File: src/sv/swmd_pkg.sv
package swmd_pkg;

	localparam int WINDOW_MAX   = 256;
	localparam int SAMPLE_WIDTH = 32;
	localparam int IDX_W        = $clog2(WINDOW_MAX);
	localparam int CNT_W        = $clog2(WINDOW_MAX + 1);
	localparam int COST_W       = 40;
	localparam int ACC_W        = SAMPLE_WIDTH + IDX_W + 2;

	typedef enum logic [2:0] {
		ST_IDLE,
		ST_REMOVE,
		ST_INSERT,
		ST_SCAN,
		ST_FINISH
	} state_t;

	// commands from the controller to the datapath
	typedef struct packed {
		logic cfg_wr;
		logic load;
		logic remove;
		logic insert;
		logic scan_step;
		logic finish;
	} cmd_t;

	// status from the datapath to the controller
	typedef struct packed {
		logic full;
		logic will_result;
		logic scan_last;
	} status_t;

endpackage

File: src/sv/swmd_ctrl.sv
module swmd_ctrl import swmd_pkg::*; (
	input  logic    clk,
	input  logic    arst_n,
	input  logic    in_valid,
	output logic    in_stall,
	output logic    out_valid,
	input  logic    out_stall,
	input  logic    cfg_valid,
	output logic    cfg_ready,
	input  status_t status,
	output cmd_t    cmd
);

	state_t state_q, state_d;
	logic   out_valid_q;

	// state and result flag
	always_ff @(posedge clk or negedge arst_n) begin
		if (!arst_n) begin
			state_q     <= ST_IDLE;
			out_valid_q <= 1'b0;
		end else begin
			state_q <= state_d;
			if (cmd.finish) begin
				out_valid_q <= 1'b1;
			end else if (out_valid_q && !out_stall) begin
				out_valid_q <= 1'b0;
			end
		end
	end

	// next state and commands
	always_comb begin
		state_d       = state_q;
		cmd           = '0;
		cmd.cfg_wr    = cfg_valid;
		case (state_q)
			ST_IDLE: begin
				if (in_valid) begin
					cmd.load = 1'b1;
					state_d  = status.full ? ST_REMOVE : ST_INSERT;
				end
			end
			ST_REMOVE: begin
				cmd.remove = 1'b1;
				state_d    = ST_INSERT;
			end
			ST_INSERT: begin
				cmd.insert = 1'b1;
				state_d    = status.will_result ? ST_SCAN : ST_IDLE;
			end
			ST_SCAN: begin
				cmd.scan_step = 1'b1;
				if (status.scan_last) begin
					state_d = ST_FINISH;
				end
			end
			ST_FINISH: begin
				// wait for the output register to free up
				if (!out_valid_q || !out_stall) begin
					cmd.finish = 1'b1;
					state_d    = ST_IDLE;
				end
			end
			default: begin
				state_d = ST_IDLE;
			end
		endcase
	end

	assign in_stall  = (state_q != ST_IDLE);
	assign out_valid = out_valid_q;
	assign cfg_ready = 1'b1;

endmodule

File: config.mk
export PLATFORM = sky130hd
export DESIGN_NAME = swmd_ctrl
export DESIGN_NICKNAME = d
export VERILOG_FILES = /design/src/sv/swmd_pkg.sv /design/src/sv/swmd_ctrl.sv
export SDC_FILE = /design/constraint.sdc
export NUM_CORES = 1
export LEC_CHECK = 0
export ABC_CLOCK_PERIOD_IN_PS = 3290
export BUFFER_PORTS_ARGS = -buffer_cell sky130_fd_sc_hd__buf_4
export CORE_AREA = 3 3 40 42
export CTS_CLUSTER_SIZE = 16
export DETAILED_ROUTE_END_ITERATION = 10
export DIE_AREA = 0 0 43 45
export SLEW_MARGIN = 20
export SYNTH_ARGS = -nofsm -noshare
export SYNTH_HDL_FRONTEND = slang
export SYNTH_SLANG_ARGS = --single-unit
File: constraint.sdc
create_clock -name clk -period 3.29 [get_ports clk]
set_clock_uncertainty 0.1 [all_clocks]
set_input_delay 0.1645 -clock clk [delete_from_list [all_inputs] [get_ports clk]]
set_output_delay 0.1645 -clock clk [all_outputs]
set_load 0.1 [all_outputs]
==> results.ini <==
[status]
status=complete, no violations

[placement]
dp_hpwl_um=470
gp_congestion=0.681
place_inst=56
port_buffers=13

[global_routing]
grt_start_max_net_pins=12
grt_first_pass_wirelength_um=1040
antenna_found_initial=0
first_global_vias=239
overflow=0
globalRouteTotalUtil_pct=7.35

[routing]
ant_nets=0
wl_per_cell_um=10.0
post-route-drc-count=0
vias_per_cell=4.12
routed-via-count=247
first_pass_iters=1
routed_wl_um=600
drtIter0Drc=0

[setup_path]
required_ns=3.03
critPathKind=flop to primary output
r2r-start=state_q[1]
arrival_ns=1.47
reg2regPathDepth=3
r2r_slack_ns=2.10
critical_path.max_fanout=10
worstSetupStartpointType=flop
cp-end-kind=primary output
rr_endpoint=state_q[1]

[logic_synthesis]
ys_types=21
synth_xor_area_share_pct=0
syn_nets=40
synth.avg_cell_area_sq_um=8.88
synth-compound-area-share_pct=8.37
synth_mux_area_share_pct=3.52
ys_seq_area_share_pct=35.2
ys_ff_latch=4
synth-simple-area-share_pct=37.0
synthAdderAreaFrac_pct=0
synth_top_family_by_area=simple AND/OR/NAND/NOR gates
synth_area_sq_um=284
synthCells=32
yosys_warnings=0

[sta]
tns_ns=0
setup_viol=0
timing_hold_violations_final=0
max_freq_ghz=0.575
finalCritPeriodShare_pct=52.9
drv_slew=0
post-route-min-period_ns=1.74
rsz0062_at_grt=false

[finish]
layout_common_cells=buf_4 (13), nand2_1 (5), dfrtp_1 (4), clkbuf_4 (3)
fin_nets=55
syn2layout_area_growth_pct=39.2
final_common_cell=buf_4
final_util_pct=30.8
antennaDiodeCount=0
drive_gt1_share_pct=42.2
fill_cells=153
final_cells=60

[floorplan]
dieArea_sq_um=1940
ios=17
num_rows=13
fp.dieH_um=45
initial_core_util_pct=22.1
fp.dieW_um=43
core-area_sq_um=1280

[worst_hold_path]
min_path_cells=3
worstHoldEndpoint=out_valid
min_path_type=input pin to flop
min-delay-start=out_stall

[clocking]
numCtsBuffers=3
cts_buffer_depth=2
clock-sinks=4
post_cts_resized=0
cts_max_level=1
root_buffer=clkbuf_4
path_clk_slew_ns=0.04
cts_tree=built
clock_latency_ns=0.24

[flow_run]
max-cap-violations=0

-- through the flow --
step	worst slack (ns)	hold WS (ns)	cell area [sq um]
finish	1.55	0.0531	395
detailed placement	1.80	-0.134	363
global route	1.48	0.0549	395
floorplan	0.331	-0.231	284
global placement	1.81	-0.136	363
CTS	1.54	0.0466	395
-- worst max-delay path by stage --
stage	from	to	slack (ns)
2_1_floorplan	state_q[1]	cmd[3]	0.33
3_3_place_gp	state_q[2]	cmd[4]	1.81
3_5_place_dp	state_q[2]	cmd[4]	1.80
4_1_cts	state_q[0]	cmd[4]	1.54
5_1_grt	state_q[0]	cmd[4]	1.48
6_report	state_q[0]	cmd[4]	1.55
-- sequential cells by signal, indices dropped and copies added (netlist names) --
register / flops
state_q: 3
out_valid: 1
-- Yosys cell counts --
| cell type | instances | area share [%] |
|---|---|---|
| buf_4 | 2 | 5.3 |
| nor3b_1 | 2 | 5.3 |
| nor2_1 | 1 | 1.3 |
| conb_1 | 1 | 1.3 |
| nor2_2 | 1 | 2.2 |
| nand2b_1 | 1 | 2.2 |
| nor3_2 | 1 | 3.5 |
| inv_1 | 1 | 1.3 |
| a21oi_1 | 2 | 3.5 |
| or2b_1 | 1 | 2.6 |
| o22a_1 | 1 | 3.1 |
| nand2_1 | 5 | 6.6 |
| buf_6 | 2 | 7.9 |
| and3b_1 | 1 | 3.1 |
| nor3_1 | 1 | 1.8 |
| nor4_1 | 1 | 2.2 |
| o21ai_0 | 1 | 1.8 |
| or3_4 | 1 | 4.0 |
| mux2i_1 | 1 | 3.5 |
| and3_1 | 1 | 2.2 |
| dfrtp_1 | 4 | 35 |
-- metal layers --
layer	global-route usage (%)	routed length [um]	share of wire [%]
met5	0	0	0
met4	7.23	0	0
met3	1.59	52	8.7
met2	9.88	275	46
met1	9.49	272	45
-- kinds of logic (layout without fill, tap and decap cells) --
family,count (synthesis),in the layout
compound gates,4,4
other cells,1,1
buf+inv,5,18
flops,4,4
simple gates,17,17
mux,1,1
-- repair_timing --
action / CTS / global route
buffers inserted: 0 / 0
hold endpoints to repair: 4 / 0
hold buffers: 1 / 0
-- worst max-delay path, cell delays in order (launching register included) --
cell     delay (ns)
dfrtp_1        0.46
or3_4          0.41
nor2_2         0.08
buf_4          0.29
-- cell type report --
| cell class | count | area (sq um) | share of cell area, % |
|---|---|---|---|
| tap | 15 | 18.8 | 4.75 |
| sequential | 4 | 100 | 25.3 |
| clock buffer | 3 | 22.5 | 5.70 |
| inverter | 1 | 3.75 | 0.949 |
| multi-input combinational | 23 | 143 | 36.1 |
| timing repair buffer | 14 | 108 | 27.2 |
Power is left out: the tool's default activity adds up to more than one toggle a clock period on the data nets, which glitch-free logic cannot reach.
